[config.mk]
export PLATFORM = sky130hd
export DESIGN_NAME = binary32_multiplier
export DESIGN_NICKNAME = d
export VERILOG_FILES = /design/src/hdl/b32m_pkg.sv /design/src/hdl/binary32_multiplier.sv /design/src/hdl/b32m_unpack.sv /design/src/hdl/b32m_align.sv /design/src/hdl/b32m_round.sv
export SDC_FILE = /design/constraint.sdc
export NUM_CORES = 2
export LEC_CHECK = 0
export ABC_CLOCK_PERIOD_IN_PS = 18000
export BUFFER_PORTS_ARGS = -buffer_cell sky130_fd_sc_hd__buf_4
export CORE_UTILIZATION = 55
export CTS_CLUSTER_DIAMETER = 80
export DETAILED_ROUTE_END_ITERATION = 12
export GPL_ROUTABILITY_DRIVEN = 0
export MAX_ROUTING_LAYER = met4
export PLACE_DENSITY = 0.78
export RECOVER_POWER = 100
export SYNTH_ARGS = -nofsm -noshare
export SYNTH_HDL_FRONTEND = slang
export SYNTH_HIERARCHICAL = 1
export SYNTH_SLANG_ARGS = --single-unit
[constraint.sdc]
create_clock -name clk_i -period 18 [get_ports clk_i]
set_input_delay 0 -clock clk_i [delete_from_list [all_inputs] [get_ports clk_i]]
set_output_delay 0 -clock clk_i [all_outputs]
set_load 0.02 [all_outputs]
[src/hdl/b32m_pkg.sv]
package b32m_pkg;

  localparam int unsigned ExpW   = 8;
  localparam int unsigned FracW  = 23;
  localparam int unsigned SigW   = FracW + 1;
  localparam int unsigned ProdW  = 2 * SigW;
  localparam int unsigned Bias   = 127;
  localparam logic [31:0] DefaultNan = 32'h7FC0_0000;
  localparam logic [31:0] QuietBit   = 32'h0040_0000;
  localparam logic [30:0] InfMag     = 31'h7F80_0000;

  // special-case class decided in the unpack stage
  typedef enum logic [2:0] {
    SPC_NONE,
    SPC_NAN_A,
    SPC_NAN_B,
    SPC_DNAN,
    SPC_INF,
    SPC_ZERO
  } spc_e;

  typedef struct packed {
    logic        sign;
    spc_e        spc;
    logic [31:0] nan_val;
    logic [9:0]  exp_sum;   // xa + xb, unsigned
  } ctl_t;

  // index of the leading one in a 48-bit product (0 when zero)
  function automatic logic [5:0] lead_idx(input logic [ProdW-1:0] v);
    logic [5:0] idx;
    idx = '0;
    for (int i = 0; i < ProdW; i++) begin
      if (v[i]) idx = 6'(i);
    end
    return idx;
  endfunction

endpackage

[src/hdl/binary32_multiplier.sv]
// channel | direction | tdata fields (low bit up)                 | tuser
// s_axis  | in        | operand_a[31:0], operand_b[63:32]         | -
// m_axis  | out       | product[31:0], overflowed[32], underflowed[33] | -
//
// four register stages: unpack, 24x24 multiply, normalize/align, round
// one transaction accepted per cycle while the output is not stalled
// the whole pipe advances when the output slot is empty or being taken
// reset clears the valid bits only; payload registers are not reset
module binary32_multiplier import b32m_pkg::*; (
  input  logic        clk_i,
  input  logic        rst_ni,
  input  logic        s_axis_tvalid,
  output logic        s_axis_tready,
  input  logic [63:0] s_axis_tdata,   // operand_a, operand_b
  output logic        m_axis_tvalid,
  input  logic        m_axis_tready,
  output logic [39:0] m_axis_tdata    // product, overflowed, underflowed, zero fill
);
  logic advance;
  logic v1_q, v2_q, v3_q, v4_q;

  // stage 1: unpacked operands
  ctl_t            ctl1_d, ctl1_q, ctl2_q, ctl3_q;
  logic [SigW-1:0] ma_d, mb_d, ma_q, mb_q;
  // stage 2: raw product
  logic [ProdW-1:0] prod_q;
  // stage 3: aligned significand
  logic [ProdW-1:0]   mant_d, mant_q;
  logic               guard_d, sticky_d, normal_d, guard_q, sticky_q, normal_q;
  logic signed [11:0] expo_d, expo_q;
  // stage 4: packed result
  logic [31:0] product_d, product_q;
  logic        ovf_d, unf_d, ovf_q, unf_q;

  // a stall freezes every stage, so nothing is lost or repeated
  assign advance       = !v4_q || m_axis_tready;
  assign s_axis_tready = advance;

  b32m_unpack u_unpack (
    .a_i(s_axis_tdata[31:0]), .b_i(s_axis_tdata[63:32]),
    .ctl_o(ctl1_d), .ma_o(ma_d), .mb_o(mb_d)
  );

  b32m_align u_align (
    .prod_i(prod_q), .exp_sum_i(ctl2_q.exp_sum),
    .mant_o(mant_d), .guard_o(guard_d), .sticky_o(sticky_d),
    .normal_o(normal_d), .expo_o(expo_d)
  );

  b32m_round u_round (
    .ctl_i(ctl3_q), .mant_i(mant_q), .guard_i(guard_q), .sticky_i(sticky_q),
    .normal_i(normal_q), .expo_i(expo_q),
    .product_o(product_d), .ovf_o(ovf_d), .unf_o(unf_d)
  );

  always_ff @(posedge clk_i or negedge rst_ni) begin
    if (!rst_ni) begin
      v1_q <= 1'b0;
      v2_q <= 1'b0;
      v3_q <= 1'b0;
      v4_q <= 1'b0;
    end else if (advance) begin
      v1_q <= s_axis_tvalid;
      v2_q <= v1_q;
      v3_q <= v2_q;
      v4_q <= v3_q;
    end
  end

  always_ff @(posedge clk_i) begin
    if (advance) begin
      ctl1_q    <= ctl1_d;
      ma_q      <= ma_d;
      mb_q      <= mb_d;
      ctl2_q    <= ctl1_q;
      prod_q    <= ProdW'(ma_q) * ProdW'(mb_q);
      ctl3_q    <= ctl2_q;
      mant_q    <= mant_d;
      guard_q   <= guard_d;
      sticky_q  <= sticky_d;
      normal_q  <= normal_d;
      expo_q    <= expo_d;
      product_q <= product_d;
      ovf_q     <= ovf_d;
      unf_q     <= unf_d;
    end
  end

  assign m_axis_tvalid = v4_q;
  assign m_axis_tdata  = {6'd0, unf_q, ovf_q, product_q};
endmodule

[src/hdl/b32m_unpack.sv]
module b32m_unpack import b32m_pkg::*; (
  input  logic [31:0]     a_i,
  input  logic [31:0]     b_i,
  output ctl_t            ctl_o,
  output logic [SigW-1:0] ma_o,
  output logic [SigW-1:0] mb_o
);
  logic [ExpW-1:0] ea, eb;
  logic nan_a, nan_b, inf_a, inf_b, zero_a, zero_b;

  always_comb begin
    ea     = a_i[30:23];
    eb     = b_i[30:23];
    nan_a  = (ea == 8'hFF) && (a_i[22:0] != '0);
    nan_b  = (eb == 8'hFF) && (b_i[22:0] != '0);
    inf_a  = (ea == 8'hFF) && (a_i[22:0] == '0);
    inf_b  = (eb == 8'hFF) && (b_i[22:0] == '0);
    zero_a = (ea == '0) && (a_i[22:0] == '0);
    zero_b = (eb == '0) && (b_i[22:0] == '0);
    ctl_o.sign    = a_i[31] ^ b_i[31];
    ctl_o.nan_val = nan_a ? (a_i | QuietBit) : (b_i | QuietBit);
    ctl_o.exp_sum = 10'((ea == '0) ? 8'd1 : ea) + 10'((eb == '0) ? 8'd1 : eb);
    priority if (nan_a)                                 ctl_o.spc = SPC_NAN_A;
    else if (nan_b)                                     ctl_o.spc = SPC_NAN_B;
    else if ((inf_a && zero_b) || (inf_b && zero_a))    ctl_o.spc = SPC_DNAN;
    else if (inf_a || inf_b)                            ctl_o.spc = SPC_INF;
    else if (zero_a || zero_b)                          ctl_o.spc = SPC_ZERO;
    else                                                ctl_o.spc = SPC_NONE;
    ma_o = {(ea != '0), a_i[22:0]};
    mb_o = {(eb != '0), b_i[22:0]};
  end
endmodule

[src/hdl/b32m_align.sv]
module b32m_align import b32m_pkg::*; (
  input  logic [ProdW-1:0] prod_i,
  input  logic [9:0]       exp_sum_i,
  output logic [ProdW-1:0] mant_o,
  output logic             guard_o,
  output logic             sticky_o,
  output logic             normal_o,
  output logic signed [11:0] expo_o
);
  logic [5:0]         lead;
  logic signed [11:0] expo, shift;
  logic [6:0]         s;
  logic [ProdW-1:0]   mask;

  always_comb begin
    lead  = lead_idx(prod_i);
    expo  = 12'(lead) + 12'(exp_sum_i) - 12'sd173;
    normal_o = expo >= 12'sd1;
    shift = 12'(lead) - 12'sd23 + (normal_o ? 12'sd0 : (12'sd1 - expo));
    mant_o   = '0;
    guard_o  = 1'b0;
    sticky_o = 1'b0;
    mask     = '0;
    s        = '0;
    if (shift <= 12'sd0) begin
      mant_o = prod_i << 6'(-shift);
    end else if (shift > 12'sd47) begin
      sticky_o = prod_i != '0;
      guard_o  = 1'b0;
      if (shift == 12'sd48) guard_o = prod_i[ProdW-1];
      if (shift == 12'sd48) sticky_o = prod_i[ProdW-2:0] != '0;
    end else begin
      s        = 7'(shift);
      mant_o   = prod_i >> s;
      guard_o  = prod_i[6'(s - 7'd1)];
      mask     = (ProdW'(1) << 6'(s - 7'd1)) - ProdW'(1);
      sticky_o = (prod_i & mask) != '0;
    end
    expo_o = expo;
  end
endmodule

[src/hdl/b32m_round.sv]
module b32m_round import b32m_pkg::*; (
  input  ctl_t              ctl_i,
  input  logic [ProdW-1:0]  mant_i,
  input  logic              guard_i,
  input  logic              sticky_i,
  input  logic              normal_i,
  input  logic signed [11:0] expo_i,
  output logic [31:0]       product_o,
  output logic              ovf_o,
  output logic              unf_o
);
  logic [24:0]        m;
  logic signed [11:0] e;

  always_comb begin
    m = mant_i[24:0] + 25'(guard_i && (sticky_i || mant_i[0]));
    e = expo_i;
    ovf_o = 1'b0;
    unf_o = 1'b0;
    product_o = '0;
    unique case (ctl_i.spc)
      SPC_NAN_A, SPC_NAN_B: product_o = ctl_i.nan_val;
      SPC_DNAN:             product_o = DefaultNan;
      SPC_INF:              product_o = {ctl_i.sign, InfMag};
      SPC_ZERO:             product_o = {ctl_i.sign, 31'd0};
      default: begin
        if (normal_i) begin
          if (m[24]) begin
            m = m >> 1;
            e = e + 12'sd1;
          end
          if (e >= 12'sd255) begin
            product_o = {ctl_i.sign, InfMag};
            ovf_o     = 1'b1;
          end else begin
            product_o = {ctl_i.sign, e[7:0], m[22:0]};
          end
        end else begin
          product_o = {ctl_i.sign, 7'd0, m[23:0]};
          unf_o     = (guard_i || sticky_i) && !m[23];
        end
      end
    endcase
  end
endmodule

==> results.yml <==
outcome:
  status: "complete, but fails checks"
  violations: "DRC, capacitance limit, slew limit"
min_path:
  hold_depth: 3
  min_path_type: "input port to flop"
  hold_end: "ctl1_q[5]"
  min_from: "s_axis_tdata[28]"
placed_design:
  hpwlAfterDp_mm: 80.5
  placed_cell_area_sq_um: 40500
  port_buffers: 103
worst_setup_path:
  critPathMaxFanout: 58
  critPathLaunchType: "flop"
  cp.required_ps: 18290
  path_class: "flop to flop"
  r2r.worst_path.cells: 43
  worstReg2RegStart: "prod_q[2]"
  crit_arrival_ps: 14460
  reg2reg_slack_ps: 3830
  crit_path_end_kind: "flop"
  worst_path_largest_cell_delay_ps: 2180
  r2r-end: "sticky_q"
  slowest_stage: "clkbuf_1"
timing:
  timing.fmax_mhz: 70.6
  tns_ps: 0
  rsz0062_at_grt: "false"
  finalCriticalPeriod_ps: 14170
  timing.final.hold_violations: 0
  skew_ps: 39.7
  worstMarginPinSlew_ps: 9450
  setup_viol: 0
  slew_viol_final: 455
  min_period_over_period_pct: 78.7
  worst_slew_margin_rel_pct: -530
die:
  die_h_um: 271
  io_pins: 110
  die_w_um: 271
  die_area_sq_um: 73500
  core-area_sq_um: 71600
  initial_core_util_pct: 55.6
  rows: 98
route:
  vias_per_cell: 6.17
  drt_first_pass_iters: 13
  drc_errors: 46
  wl_per_cell_um: 21.6
  num_vias: 31300
  drtIter0Drc: 3996
  ant_nets: 0
  drt_wl_total_mm: 110
synth:
  avgSynthCellArea_sq_um: 9.44
  syn-instance-count: 4220
  yosysWarnings: 6
  synth_area_sq_um: 39800
grt:
  grt_pass1_vias: 31700
  grt_usage_pct: 30.9
  antenna_found_initial: 2
  grt_overflow: 0
  grt_first_pass_wirelength_mm: 173
  grt_max_degree: 185
clock_tree:
  ctsResizeCount: 0
  cts_max_level: 2
  cts_buffer_depth: 3
  cts_sinks: 302
  cts.clk_slew.worst_paths_ps: 60
  clock_latency_ps: 580
  cts_made_buffers: 35
  cts_tree: "done"
  cts-root-buf: "clkbuf_16"
cells_and_area:
  utilization_pct: 58.2
  fillers: 6079
  synthToLayoutAreaGrowth_pct: 4.70
  layout-drive-gt1-share_pct: 5.26
  nets: 4876
  fin_area_sq_um: 41700
run:
  drv_cap: 8
==> final cells by class <==
cell class	count	area, sq um	area share (%)
sequential	302	9050	21.7
inverter	612	2300	5.51
multi-input combinational	2951	26700	64.0
antenna	2	5.00	0.0120
clock inverter	21	245	0.588
tap	950	1190	2.85
clock buffer	40	895	2.15
timing repair buffer	202	1350	3.23
==> sequential cells by signal, summed over array words and instances (netlist names), 12 cells and up <==
register and cells:
prod_q 48, ctl1_q 46, ctl2_q 46, ctl3_q 36
product_q 32, mant_q 25, ma_q 24, mb_q 24
expo_q 12
==> metal layers <==
metal	routed length [um]	global-route usage, %	vias up
met4	5580	13.6	0
li1	-	-	13600
met1	40600	37.8	15400
met5	0	-	-
met3	12300	7.53	485
met2	51300	48.5	1884
==> critical path: cells and delay by family, from the launching register on <==
family,cells,cell delay (ps)
buffers and inverters,6,3000
flip-flops,1,500
AND/OR/NAND/NOR,12,4140
AO/OA/AOI/OAI,18,3720
adder cells (fa/ha/maj),6,2040
XOR/XNOR,1,460
==> per-stage QoR <==
| stage | std cells | setup WS (ps) | hold slack [ps] |
|---|---|---|---|
| final | 5080 | 3830 | 29.5 |
| after global routing | 5080 | 2960 | 8.83 |
| after CTS | 5078 | 6290 | 5.79 |
| after detailed placement | 4951 | 6380 | -198 |
| after global placement | 4951 | 6730 | -203 |
| after floorplan | 4225 | 8310 | -296 |
==> what timing repair did <==
action | CTS | global route
buffers inserted | 0 | 0
hold buffers | 66 | 0
setup endpoints to repair | 0 | 0
hold endpoints to repair | 90 | 0
==> worst max-delay path by stage <==
stage | from | end | slack [ps] | depth (start not counted)
2_1_floorplan | prod_q[3] | sticky_q | 8310 | 45
3_3_place_gp | prod_q[2] | sticky_q | 6730 | 43
3_5_place_dp | prod_q[2] | sticky_q | 6380 | 43
4_1_cts | prod_q[3] | sticky_q | 6290 | 42
5_1_grt | prod_q[11] | sticky_q | 2960 | 43
6_report | prod_q[2] | sticky_q | 3830 | 43
==> cell usage in the layout, fill, tap and decap left out, drive strengths merged, types with 35 or more instances in the layout <==
cell type	instances
inv	618
nand2	540
fa	485
and2	312
edfxtp	298
ha	219
nor2	198
a21oi	173
clkbuf	130
o21ai	129
nand3	73
mux2i	72
dlygate4sd3	66
xnor2	65
mux4	62
xor2	47
buf	46
nor3	45
o22ai	35
Power is not shown: default switching activity piles up to over one toggle a cycle in this logic, so the estimate is an artifact.
